**src/hw/rtl/c8x_pkg.sv**
```systemverilog
// ----------------------------------------------------------------------------
// c8x_pkg
// Shared types and constants for the 8085 subset executor.
// ----------------------------------------------------------------------------
package c8x_pkg;

  localparam int ADDR_BITS = 16;
  localparam int MEM_DEPTH = 2 ** ADDR_BITS;

  localparam logic [1:0] OPER_EXEC  = 2'd0;
  localparam logic [1:0] OPER_WRITE = 2'd1;
  localparam logic [1:0] OPER_READ  = 2'd2;

  localparam logic [7:0] OP_MVI_B  = 8'h06;
  localparam logic [7:0] OP_MVI_C  = 8'h0E;
  localparam logic [7:0] OP_MVI_D  = 8'h16;
  localparam logic [7:0] OP_MVI_E  = 8'h1E;
  localparam logic [7:0] OP_MVI_H  = 8'h26;
  localparam logic [7:0] OP_MVI_L  = 8'h2E;
  localparam logic [7:0] OP_MVI_A  = 8'h3E;
  localparam logic [7:0] OP_STAX_B = 8'h02;
  localparam logic [7:0] OP_STAX_D = 8'h12;
  localparam logic [7:0] OP_LDAX_B = 8'h0A;
  localparam logic [7:0] OP_LDAX_D = 8'h1A;
  localparam logic [7:0] OP_XCHG   = 8'hEB;
  localparam logic [7:0] OP_PCHL   = 8'hE9;
  localparam logic [7:0] OP_ADI    = 8'hC6;
  localparam logic [7:0] OP_ACI    = 8'hCE;
  localparam logic [7:0] OP_ANI    = 8'hE6;
  localparam logic [7:0] OP_HLT    = 8'h76;
  localparam logic [7:0] OP_ADD_LO = 8'h80;
  localparam logic [7:0] OP_ADD_HI = 8'h87;
  localparam logic [7:0] OP_ADC_LO = 8'h88;
  localparam logic [7:0] OP_ADC_HI = 8'h8F;
  localparam logic [7:0] OP_ANA_LO = 8'hA0;
  localparam logic [7:0] OP_ANA_HI = 8'hA7;

  localparam logic [2:0] SRC_B   = 3'd0;
  localparam logic [2:0] SRC_C   = 3'd1;
  localparam logic [2:0] SRC_D   = 3'd2;
  localparam logic [2:0] SRC_E   = 3'd3;
  localparam logic [2:0] SRC_H   = 3'd4;
  localparam logic [2:0] SRC_L   = 3'd5;
  localparam logic [2:0] SRC_MEM = 3'd6;

  typedef enum logic [1:0] {
    KIND_EXEC,
    KIND_WRITE,
    KIND_READ,
    KIND_NOP
  } kind_t;

  typedef struct packed {
    logic [1:0]  operation;
    logic [15:0] address;
    logic [7:0]  data;
  } in_item_t;

  typedef struct packed {
    logic [7:0]  acc;
    logic [7:0]  reg_b;
    logic [7:0]  reg_c;
    logic [7:0]  reg_d;
    logic [7:0]  reg_e;
    logic [7:0]  reg_h;
    logic [7:0]  reg_l;
    logic [7:0]  flag_bits;
    logic [15:0] prog_counter;
    logic        halted;
    logic        bad_opcode;
    logic [7:0]  read_data;
  } out_item_t;

  typedef struct packed {
    kind_t       kind;
    logic [15:0] address;
    logic [7:0]  data;
  } req_t;

endpackage

```
**src/hw/rtl/c8x_front.sv**
```systemverilog
// ----------------------------------------------------------------------------
// c8x_front
// Accepts requests, classifies them and holds them in a two-entry queue.
// ----------------------------------------------------------------------------
module c8x_front (
  input  logic               clk,
  input  logic               rst_n,
  input  logic               in_push,
  output logic               in_full,
  input  c8x_pkg::in_item_t  in_item,
  input  logic               hold,
  output logic               req_valid,
  output c8x_pkg::req_t      req,
  input  logic               req_take
);
  import c8x_pkg::*;

  req_t       q_r [2];
  logic       wr_ptr_r, wr_ptr_nxt;
  logic       rd_ptr_r, rd_ptr_nxt;
  logic [1:0] cnt_r, cnt_nxt;
  logic       push_ok;
  logic       pop_ok;
  req_t       cls;

  always_comb begin
    cls.address = in_item.address;
    cls.data    = in_item.data;
    unique case (in_item.operation)
      OPER_EXEC:  cls.kind = KIND_EXEC;
      OPER_WRITE: cls.kind = KIND_WRITE;
      OPER_READ:  cls.kind = KIND_READ;
      default:    cls.kind = KIND_NOP;
    endcase
  end

  assign in_full   = (cnt_r == 2'd2) || hold;
  assign push_ok   = in_push && !in_full;
  assign req_valid = (cnt_r != 2'd0);
  assign pop_ok    = req_take && req_valid;
  assign req       = q_r[rd_ptr_r];

  always_comb begin
    wr_ptr_nxt = wr_ptr_r ^ push_ok;
    rd_ptr_nxt = rd_ptr_r ^ pop_ok;
    cnt_nxt    = cnt_r + {1'b0, push_ok} - {1'b0, pop_ok};
  end

  always_ff @(posedge clk) begin
    if (push_ok) begin
      q_r[wr_ptr_r] <= cls;
    end
  end

  always_ff @(posedge clk) begin
    if (!rst_n) begin
      wr_ptr_r <= 1'b0;
      rd_ptr_r <= 1'b0;
      cnt_r    <= 2'd0;
    end else begin
      wr_ptr_r <= wr_ptr_nxt;
      rd_ptr_r <= rd_ptr_nxt;
      cnt_r    <= cnt_nxt;
    end
  end

endmodule

```
**config.mk**
```make
export PLATFORM = sky130hd
export DESIGN_NAME = c8x_front
export DESIGN_NICKNAME = d
export VERILOG_FILES = /design/src/hw/rtl/c8x_pkg.sv /design/src/hw/rtl/c8x_front.sv
export SDC_FILE = /design/constraint.sdc
export NUM_CORES = 1
export LEC_CHECK = 0
export ABC_AREA = 1
export BUFFER_PORTS_ARGS = -buffer_cell sky130_fd_sc_hd__buf_4
export CAP_MARGIN = 0
export CORE_MARGIN = 3
export CORE_UTILIZATION = 55
export DETAILED_ROUTE_END_ITERATION = 8
export PLACE_DENSITY = 0.88
export REMOVE_ABC_BUFFERS = 1
export SLEW_MARGIN = 15
export SYNTH_ARGS = -nofsm -noshare
export SYNTH_HDL_FRONTEND = slang
export SYNTH_SLANG_ARGS = --single-unit
```
**constraint.sdc**
```tcl
create_clock -name clk -period 3.5 [get_ports clk]
set_clock_uncertainty 0.15 [all_clocks]
set_input_delay 0.525 -clock clk [delete_from_list [all_inputs] [get_ports clk]]
set_output_delay 0.525 -clock clk [all_outputs]
set_load 0.005 [all_outputs]
```
==> qor.csv <==
metric,value,unit
peakVddDrop,523,uV
p_sw_share,23.5,%
slew_viol_final,0,
clk_pin_slew,60,ps
r2r_cells,5,
end_kind,output pin,
power_frac_clock,29.7,%
drt-total-wl,3.57,mm
dpl_worst_slack,1100,ps
status,finished clean,
track_usage,15.4,%
timing.fmax,0.413,GHz
setup_viol,0,
crit_arrival,1740,ps
dieArea,4900,um2
grt_antenna_before_repair,0,
cts_tree,yes,
hold_depth,1,
gp_congestion,0.742,
synth-edff-count,52,
async_reset_ff_share,0,%
rsz0062_at_grt,false,
postCtsHoldBufs,0,
combPwrFrac,22.0,%
grt_max_degree,27,
leakagePower,1.18,nW
synthCells,121,
worst-path-buf-inv,1,
crit_cells,2,
ys_ff_latch,57,
yosysSeqAreaShare,73.7,%
drive_gt1_share,51.0,%
hpwlAfterDp,2.51,mm
syn_to_final_growth,28.0,%
yosysTopAreaCellShare,69.3,%
dp.cells,224,
start_util,59.4,%
io_pins,59,
yosysUniqueCellTypes,14,
via_per_inst,4.97,
hold_violations,0,
clockBufferDepth,2,
cp_max_fo,26,
vias,1193,
synthesis.area,2250,um2
grt_pass1_vias,1234,
p_per_area,632,nW/um2
root_buffer,clkbuf_8,
drt.antenna.violating_nets,0,
max_slew_margin,45.1,%
critical_path_class,reg2out,
die_w,70.0,um
min_path_type,in2reg,
cts_sinks,57,
crit_family,flip-flops,
power.internal,1.39,mW
finalNonFillerCells,240,
diodes,0,
chipHeight,70.0,um
insertion_delay,310,ps
fin_crit,2420,ps
fillerInstances,235,
cpMaxStageDelayCell,dfxtp_2,
postCtsSetupBuffers,0,
critPathRequiredTime,2820,ps
drc,0,
setup_slack,1080,ps
ys_top_cells_by_count,"edfxtp_1 (52), mux2_4 (20), inv_1 (11)",
synth_top_area_cell,edfxtp_1,
cts-resized-gates,0,
syn_avg_cell_area,18.6,um2
cpPeakStageDelay,870,ps
portBuffers,58,
grt_pass1_wl,5.64,mm
cp_cell_sequence,"mux2_2, buf_4",
switching_power,0.429,mW
overflow,0,
row_count,22,
firstDrtPassIters,4,
core_area,3800,um2
synth_area_leaders,"edfxtp_1 (69%), mux2_4 (13%), dfxtp_1 (4.4%)",
nets,222,
worst_pin_slew,823,ps
yosys.cell_count.top_type,edfxtp_1,
synth_ff_type,edfxtp_1,
power.total,1.82,mW
start_kind,register,
htree_levels,3,
seqPwrFrac,48.3,%
drv_cap,0,
drt_iter0_markers,71,
wl_per_cell,14.9,um
yosys_warnings,0,
cts_buffers,9,
fin_crit_sh,69.1,%
setup_tns,0,ps
power by group through the flow:
stage          clock network [mW]  registers [mW]  logic (mW)
2_1_floorplan                   0           0.878       0.225
6_report                    0.541           0.881       0.401
3_3_place_gp                    0           0.891       0.390
4_1_cts                     0.553           0.883       0.409
5_1_grt                     0.589           0.890       0.437
3_5_place_dp                    0           0.897       0.405
registers in the layout, indices dropped and copies added, names as in the netlist, named ones only:
register and count:
q_r 52, cnt_r 2, rd_ptr_r 1, wr_ptr_r 1
through the flow:
stage / utilization [%] / cell area [um2] / hold WS (ps)
finish: 76.0 / 2890 / 246
global route: 76.0 / 2890 / 232
CTS: 76.0 / 2890 / 233
detailed placement: 71.3 / 2710 / 367
global placement: 71.3 / 2710 / 338
floorplan: - / 2200 / 317
cell families (layout without fill, tap and decap cells):
family,Yosys count,count (layout),synth area share [%]
flops,57,57,73.7
buf+inv,16,87,4.44
simple gates,16,16,2.77
mux,26,26,16.3
fa+ha+maj,4,4,2.22
compound gates,2,2,0.555
placed cells by master, fill, tap and decap left out:
| master | instances |
|---|---|
| inv_1 | 11 |
| clkbuf_1 | 2 |
| nand2_1 | 6 |
| edfxtp_1 | 52 |
| nand3_1 | 2 |
| clkbuf_8 | 9 |
| mux2_2 | 6 |
| clkinv_1 | 3 |
| o21bai_1 | 1 |
| buf_4 | 60 |
| bufinv_16 | 1 |
| nor2_1 | 8 |
| dfxtp_1 | 4 |
| clkinv_2 | 1 |
| dfxtp_2 | 1 |
| ha_1 | 4 |
| a21oi_1 | 1 |
| mux2_4 | 20 |
cell type report:
class | count | area, um2 | share of cell area, %
tap | 48 | 60.1 | 2.08
clock inverter | 5 | 46.3 | 1.60
timing repair buffer | 60 | 450 | 15.6
inverter | 11 | 41.3 | 1.43
sequential | 57 | 1660 | 57.6
multi-input combinational | 48 | 493 | 17.1
clock buffer | 11 | 131 | 4.55
layer usage:
metal	vias to the layer above	track usage, %	share of wire [%]
met2	43	25.7	53
met5	-	0	0
met1	571	17.8	40
met3	5	5.61	5.9
met4	0	6.81	1.0
li1	574	-	-
path summary, 6_finish.rpt:
path | start | end | slack, ps
worst max-delay path | register | req[3] | 1080
worst min-delay path | in_item[4] | q_r[0][4] | 250
worst max register to register | cnt_r[1] | q_r[1][17] | 1420
worst min register to register | rd_ptr_r | register | 370
Power figures use the tool's default switching activity.
