$ cat src/hw/rtl/c8x_pkg.sv
// ----------------------------------------------------------------------------
// c8x_pkg
// Shared types and constants for the 8085 subset executor.
// ----------------------------------------------------------------------------
package c8x_pkg;

  localparam int ADDR_BITS = 16;
  localparam int MEM_DEPTH = 2 ** ADDR_BITS;

  localparam logic [1:0] OPER_EXEC  = 2'd0;
  localparam logic [1:0] OPER_WRITE = 2'd1;
  localparam logic [1:0] OPER_READ  = 2'd2;

  localparam logic [7:0] OP_MVI_B  = 8'h06;
  localparam logic [7:0] OP_MVI_C  = 8'h0E;
  localparam logic [7:0] OP_MVI_D  = 8'h16;
  localparam logic [7:0] OP_MVI_E  = 8'h1E;
  localparam logic [7:0] OP_MVI_H  = 8'h26;
  localparam logic [7:0] OP_MVI_L  = 8'h2E;
  localparam logic [7:0] OP_MVI_A  = 8'h3E;
  localparam logic [7:0] OP_STAX_B = 8'h02;
  localparam logic [7:0] OP_STAX_D = 8'h12;
  localparam logic [7:0] OP_LDAX_B = 8'h0A;
  localparam logic [7:0] OP_LDAX_D = 8'h1A;
  localparam logic [7:0] OP_XCHG   = 8'hEB;
  localparam logic [7:0] OP_PCHL   = 8'hE9;
  localparam logic [7:0] OP_ADI    = 8'hC6;
  localparam logic [7:0] OP_ACI    = 8'hCE;
  localparam logic [7:0] OP_ANI    = 8'hE6;
  localparam logic [7:0] OP_HLT    = 8'h76;
  localparam logic [7:0] OP_ADD_LO = 8'h80;
  localparam logic [7:0] OP_ADD_HI = 8'h87;
  localparam logic [7:0] OP_ADC_LO = 8'h88;
  localparam logic [7:0] OP_ADC_HI = 8'h8F;
  localparam logic [7:0] OP_ANA_LO = 8'hA0;
  localparam logic [7:0] OP_ANA_HI = 8'hA7;

  localparam logic [2:0] SRC_B   = 3'd0;
  localparam logic [2:0] SRC_C   = 3'd1;
  localparam logic [2:0] SRC_D   = 3'd2;
  localparam logic [2:0] SRC_E   = 3'd3;
  localparam logic [2:0] SRC_H   = 3'd4;
  localparam logic [2:0] SRC_L   = 3'd5;
  localparam logic [2:0] SRC_MEM = 3'd6;

  typedef enum logic [1:0] {
    KIND_EXEC,
    KIND_WRITE,
    KIND_READ,
    KIND_NOP
  } kind_t;

  typedef struct packed {
    logic [1:0]  operation;
    logic [15:0] address;
    logic [7:0]  data;
  } in_item_t;

  typedef struct packed {
    logic [7:0]  acc;
    logic [7:0]  reg_b;
    logic [7:0]  reg_c;
    logic [7:0]  reg_d;
    logic [7:0]  reg_e;
    logic [7:0]  reg_h;
    logic [7:0]  reg_l;
    logic [7:0]  flag_bits;
    logic [15:0] prog_counter;
    logic        halted;
    logic        bad_opcode;
    logic [7:0]  read_data;
  } out_item_t;

  typedef struct packed {
    kind_t       kind;
    logic [15:0] address;
    logic [7:0]  data;
  } req_t;

endpackage

$ cat src/hw/rtl/c8x_outq.sv
// ----------------------------------------------------------------------------
// c8x_outq
// Two-entry result queue between the execution unit and the receiver.
// ----------------------------------------------------------------------------
module c8x_outq (
  input  logic                clk,
  input  logic                rst_n,
  input  logic                res_push,
  input  c8x_pkg::out_item_t  res,
  output logic                res_room,
  output logic                out_empty,
  input  logic                out_pop,
  output c8x_pkg::out_item_t  out_item
);
  import c8x_pkg::*;

  out_item_t  q_r [2];
  logic       wr_ptr_r, wr_ptr_nxt;
  logic       rd_ptr_r, rd_ptr_nxt;
  logic [1:0] cnt_r, cnt_nxt;
  logic       push_ok;
  logic       pop_ok;

  assign res_room  = (cnt_r != 2'd2);
  assign push_ok   = res_push && res_room;
  assign out_empty = (cnt_r == 2'd0);
  assign pop_ok    = out_pop && !out_empty;
  assign out_item  = q_r[rd_ptr_r];

  always_comb begin
    wr_ptr_nxt = wr_ptr_r ^ push_ok;
    rd_ptr_nxt = rd_ptr_r ^ pop_ok;
    cnt_nxt    = cnt_r + {1'b0, push_ok} - {1'b0, pop_ok};
  end

  always_ff @(posedge clk) begin
    if (push_ok) begin
      q_r[wr_ptr_r] <= res;
    end
  end

  always_ff @(posedge clk) begin
    if (!rst_n) begin
      wr_ptr_r <= 1'b0;
      rd_ptr_r <= 1'b0;
      cnt_r    <= 2'd0;
    end else begin
      wr_ptr_r <= wr_ptr_nxt;
      rd_ptr_r <= rd_ptr_nxt;
      cnt_r    <= cnt_nxt;
    end
  end

endmodule

$ cat config.mk
export PLATFORM = sky130hd
export DESIGN_NAME = c8x_outq
export DESIGN_NICKNAME = d
export VERILOG_FILES = /design/src/hw/rtl/c8x_pkg.sv /design/src/hw/rtl/c8x_outq.sv
export SDC_FILE = /design/constraint.sdc
export NUM_CORES = 1
export LEC_CHECK = 0
export ABC_AREA = 1
export ABC_CLOCK_PERIOD_IN_PS = 4240
export BUFFER_PORTS_ARGS = -buffer_cell sky130_fd_sc_hd__buf_2
export CORE_MARGIN = 4
export CORE_UTILIZATION = 51
export DETAILED_ROUTE_END_ITERATION = 16
export PLACE_DENSITY = 0.82
export SYNTH_ARGS = -nofsm -noshare
export SYNTH_HDL_FRONTEND = slang
export SYNTH_SLANG_ARGS = --single-unit
$ cat constraint.sdc
create_clock -name clk -period 4.24 [get_ports clk]
set_clock_uncertainty 0.1 [all_clocks]
set_input_delay 0.636 -clock clk [delete_from_list [all_inputs] [get_ports clk]]
set_output_delay 0.636 -clock clk [all_outputs]
set_load 0.05 [all_outputs]
==> results of run 1 <==
-- registers in the layout (all words and copies together), names as in the netlist, named ones only --
name and count:
q_r 180, cnt_r 2, wr_ptr_r 1, rd_ptr_r 1
-- final timing paths --
kind | slack (ps) | endpoint
hold reg to reg | 440 | flip-flop
setup reg to reg | 1830 | q_r[0][41]
setup / recovery | 1160 | out_item[56]
hold / removal | 300 | q_r[1][50]
-- final cells by class --
| type | count | area, sq um | area share (%) |
|---|---|---|---|
| Clock buffer | 19 | 432.9 | 4.895 |
| Clock inverter | 13 | 153.9 | 1.740 |
| Timing Repair Buffer | 190 | 988.4 | 11.18 |
| Inverter | 10 | 37.54 | 0.4244 |
| Tap cell | 180 | 225.2 | 2.546 |
| Multi-Input combinational cell | 112 | 1498 | 16.93 |
| Sequential cell | 185 | 5509 | 62.29 |
-- layer usage --
| layer | part of all wire [%] | GRT usage [%] |
|---|---|---|
| met5 | 0.11 | 0 |
| met4 | 2.2 | 7.066 |
| met3 | 8.4 | 6.611 |
| met2 | 52 | 27.21 |
| met1 | 38 | 18.97 |
-- worst max-delay path, delay by kind of cell (launching register included) --
family	cells	cell delay, ps
buffers and inverters	2	630
DFF	1	950
muxes	1	340
-- through the flow --
step / setup WS [ps] / hold slack, ps / power, mW / std cells / utilization, %
after floorplan: 574.2 / 367.3 / 4.490 / 317 / -
final: 1159 / 299.5 / 6.369 / 709 / 63.72
after global placement: 1619 / 383.2 / 4.818 / 677 / 59.49
after detailed placement: 1576 / 419.7 / 4.882 / 677 / 59.49
after global routing: 1042 / 272.8 / 6.615 / 709 / 63.72
after CTS: 1108 / 274.4 / 6.439 / 709 / 63.72
-- layout by cell type (no fill, tap or decap), drive strengths merged, types with 3 or more instances in the layout --
master,instances
ha,4
nor2,7
clkbuf,19
mux2,90
clkinv,6
dfxtp,5
edfxtp,180
nand2,8
inv,10
bufinv,3
buf,190
clkinvlp,4
-- logic make-up (layout without fill, tap and decap cells) --
logic type	after synthesis	in the layout	synth area share, %
adder cells (fa/ha/maj)	4	4	0.6945
AND/OR/NAND/NOR	17	17	0.9202
multiplexers	90	90	18.75
buffers and inverters	20	232	3.177
flip-flops	185	185	76.39
AO/OA/AOI/OAI	1	1	0.06938
-- report_power, final --
group          internal [mW]  total [mW]  switching, mW
registers               2.38        2.54          0.164
logic                  0.740        2.28           1.54
clock network          0.920        1.55          0.625
total                   4.04        6.37           2.33
==> metrics, run 1 <==
proportion of layout cells with a drive suffix above 1 58.60%; Slowest Stage Delay on Critical Path 950 ps; crit-path cells buf_4 -> mux2_4 -> buf_2; CTS Buf Count 17; unique cell type count in the Yosys netlist 11; Initial Utilization 51.92%; Sink Count 185; largest net degree at the start of global routing 77; via count of the first global-routing pass 3733; synth cell count leaders edfxtp_1, mux2_4, inv_1; RSZ-0062 raised after global routing false; Slew HR 29.10%; most frequent cell after synthesis edfxtp_1; sequential fraction of the synthesis area 76.39%; number of synthesized register bits 185; GR Util All Layers 16.43%; Via density 5.003; I/O pin cnt 186; worst-skew pair later-pin latency 420 ps; global-route wire length before repair 19670 um; CP Data Required Time 3500 ps; 1st-pass router iterations 4; Most used DFF post-synth edfxtp_1; Worst Path Arrival 2340 ps; Chip Width 126.9 um; Worst Hold Class primary input to flip-flop; GRT Residual Overflow 0; Mapped Nets 415; P_leak 3.511 nW; Final ANT Viol Nets 0; CP Max Fanout 48; Setup Fix Bufs, Post-CTS 0; hold depth 1; CTS tree done; hold buffers post-CTS 0; r2r startpoint cnt_r[0]; # DRC 0; maximum vdd drop 0.5850 mV; port bufs 185; Pwr Density 720.1 mW/mm^2; nets@finish 614; Setup crit end kind output pin; final setup TNS 0 ps; Syn Area/Cell 22.73 sq um; Critical-path top delay cell dfxtp_4; ant diodes 0; Startpoint Class flip-flop; routability cong. 0.8519; post-synth top area share 75.00%; fin crit share 72.66%; max-slew violations 0; WS Path Type flip-flop to output pin; clk slew on worst S/H paths 60 ps; Rows 43; Finished Cell Area 0.008845 sq mm; Hold Vio Cnt, Final 0; status finished clean; Die Height 126.9 um; die area 0.01610 sq mm; CTS HTree Levels 4; initial drt markers 158; Slew @ Worst Pin 1064 ps; fill count 1010; Cells after Synth 317; Max Buffers Root-to-Sink 2; routed wire length 13170 um; DR WL/cell 18.57 um; synth top area cells edfxtp_1, mux2_4, buf_12; cts repair resizes 0; setup violators final 0; cell taking the most area after synthesis edfxtp_1; time the worst path needs with I/O delays and setup 3081 ps; FFs w/ async S/R, synth 0%; initial antenna violation count 2; Area growth syn-to-layout 22.73%; number of flops mapped to enable cells by yosys 180; via count 3547; core area 0.01388 sq mm; post-synthesis cell area 0.007207 sq mm; dpl cell area 0.008258 sq mm; hpwl dp 8896 um; CTS root buf clkbuf_16; Max-Cap Viols 0; number of warning messages in the yosys log 0; Hold Crit Start res[50]; Worst R2R Path Depth 6; fmax 324.6 MHz
No activity file was read; power rests on OpenSTA's default activity.
==> run 2: changes to the inputs <==
ABC_CLOCK_PERIOD_IN_PS = 3200   (was 4240)
clock period = 3.2 ns   (was 4.24 ns; I/O delays follow)
==> run 2 against run 1 <==
  * Die area is the same
  * Via count shrank 1.1%
  * Count of clock-buffer cells in the layout grew 1
  * Critical path type unchanged
  * Largest power group unchanged
  * Highest routed layer unchanged
==> metrics, run 2 (synthesis gave the netlist of run 1 again) <==
Slew HR 53.46%; Setup crit end kind output pin; Max Buffers Root-to-Sink 2; Chip Width 126.9 um; fill count 1006; total power 8.237 mW; clk slew on worst S/H paths 70 ps; hpwl dp 8609 um; Slowest Stage Delay on Critical Path 570 ps; Sink Count 185; time the worst path needs with I/O delays and setup 2595 ps; routability cong. 0.7493; Finished Cell Area 0.008791 sq mm; max reg flops 180; RSZ-0062 raised after global routing false; dpl cell area 0.008253 sq mm; port bufs 185; maximum vdd drop 0.6261 mV; setup violators final 0; 1st-pass router iterations 4; area of the multi-input gates 0.001498 sq mm; Area growth syn-to-layout 21.98%; core area 0.01388 sq mm; commonest non-fill, non-tap cell in the layout buf_2; Final ANT Viol Nets 0; part of the power in combinational logic 36.9%; Worst Path Arrival 2010 ps; Die Height 126.9 um; cts repair resizes 0; largest net degree at the start of global routing 52; most frequent cells in the layout buf_2, edfxtp_1, mux2_4, clkbuf_16, inv_1; routed wire length 12430 um; # DRC 0; CP Data Required Time 2620 ps; Critical-path top delay cell dfxtp_4; final setup TNS 0 ps; hold buffers post-CTS 0; Startpoint Class flip-flop; sw frac 37.18%; Max-Cap Viols 0; max-slew violations 0; die area 0.01610 sq mm; WS Path Type flip-flop to output pin; via count 3508; final hold slack 145.8 ps; status finished clean; DR WL/cell 17.50 um; Hold Vio Cnt, Final 0; GR Util All Layers 15.63%; global-route wire length before repair 18950 um; CTS HTree Levels 4; Initial Utilization 51.92%; worst-skew pair later-pin latency 420 ps; Rows 43; initial drt markers 194; nets@finish 615; Place WS 1040 ps; power share of the clock group 23.0%; CTS tree done; Setup Fix Bufs, Post-CTS 0; Top Registers q_r x180, cnt_r x2; ant diodes 0; Via density 4.941; CTS root buf clkbuf_16; GRT Residual Overflow 0; fin crit share 81.09%; Non-Filler Instances 710; I/O pin cnt 186; r2r startpoint cnt_r[0]; Internal Power 5.175 mW; crit-path cells buf_12 -> mux2_4 -> buf_2; Top reg by flops q_r; Worst Hold Class primary input to flip-flop; Slew @ Worst Pin 698.2 ps; initial antenna violation count 1; final core utilization 63.33%; fmax 385.4 MHz; Pwr Density 937.0 mW/mm^2; Final Worst Setup Slack 605.3 ps; sequential share of power 40.0%; FF+latch area 0.005509 sq mm; Psw 3.062 mW; CP Max Fanout 51; Hold Crit Start res[55]; CTS Buf Count 17; placed insts 678; via count of the first global-routing pass 3704; P_leak 3.497 nW; proportion of layout cells with a drive suffix above 1 58.68%
run 2: routing by layer:
metal / GRT usage, % / wire length (um)
met1: 17.43 / 4627
met2: 26.90 / 6595
met3: 6.063 / 962
met4: 6.372 / 228
met5: 0 / 13
run 2: final cells by class:
| cell class | instances | share of cell area (%) |
|---|---|---|
| sequential | 185 | 62.67 |
| multi-input combinational | 112 | 17.04 |
| timing repair buffer | 191 | 11.19 |
| clock buffer | 20 | 4.967 |
| tap | 180 | 2.562 |
| clock inverter | 12 | 1.153 |
| inverter | 10 | 0.4270 |
run 2: worst paths after layout:
check                 end  slack [ps]  cells after the start
min            q_r[0][55]         150                      1
min reg2reg     flip-flop         440                      2
max reg2reg    q_r[0][68]        1110                      6
max          out_item[76]         610                      3
run 2: worst max-delay path: cells and delay by family, from the launching register on:
family	cells	cell delay [ps]
muxes	1	350
buffers and inverters	2	570
DFF	1	570
run 2: power by group through the flow:
stage          registers [mW]  logic [mW]  clock network, mW
2_1_floorplan            3.30        2.65                  0
3_3_place_gp             3.33        3.03                  0
3_5_place_dp             3.35        3.07                  0
4_1_cts                  3.31        3.08               1.94
5_1_grt                  3.33        3.18               2.06
6_report                 3.30        3.04               1.90
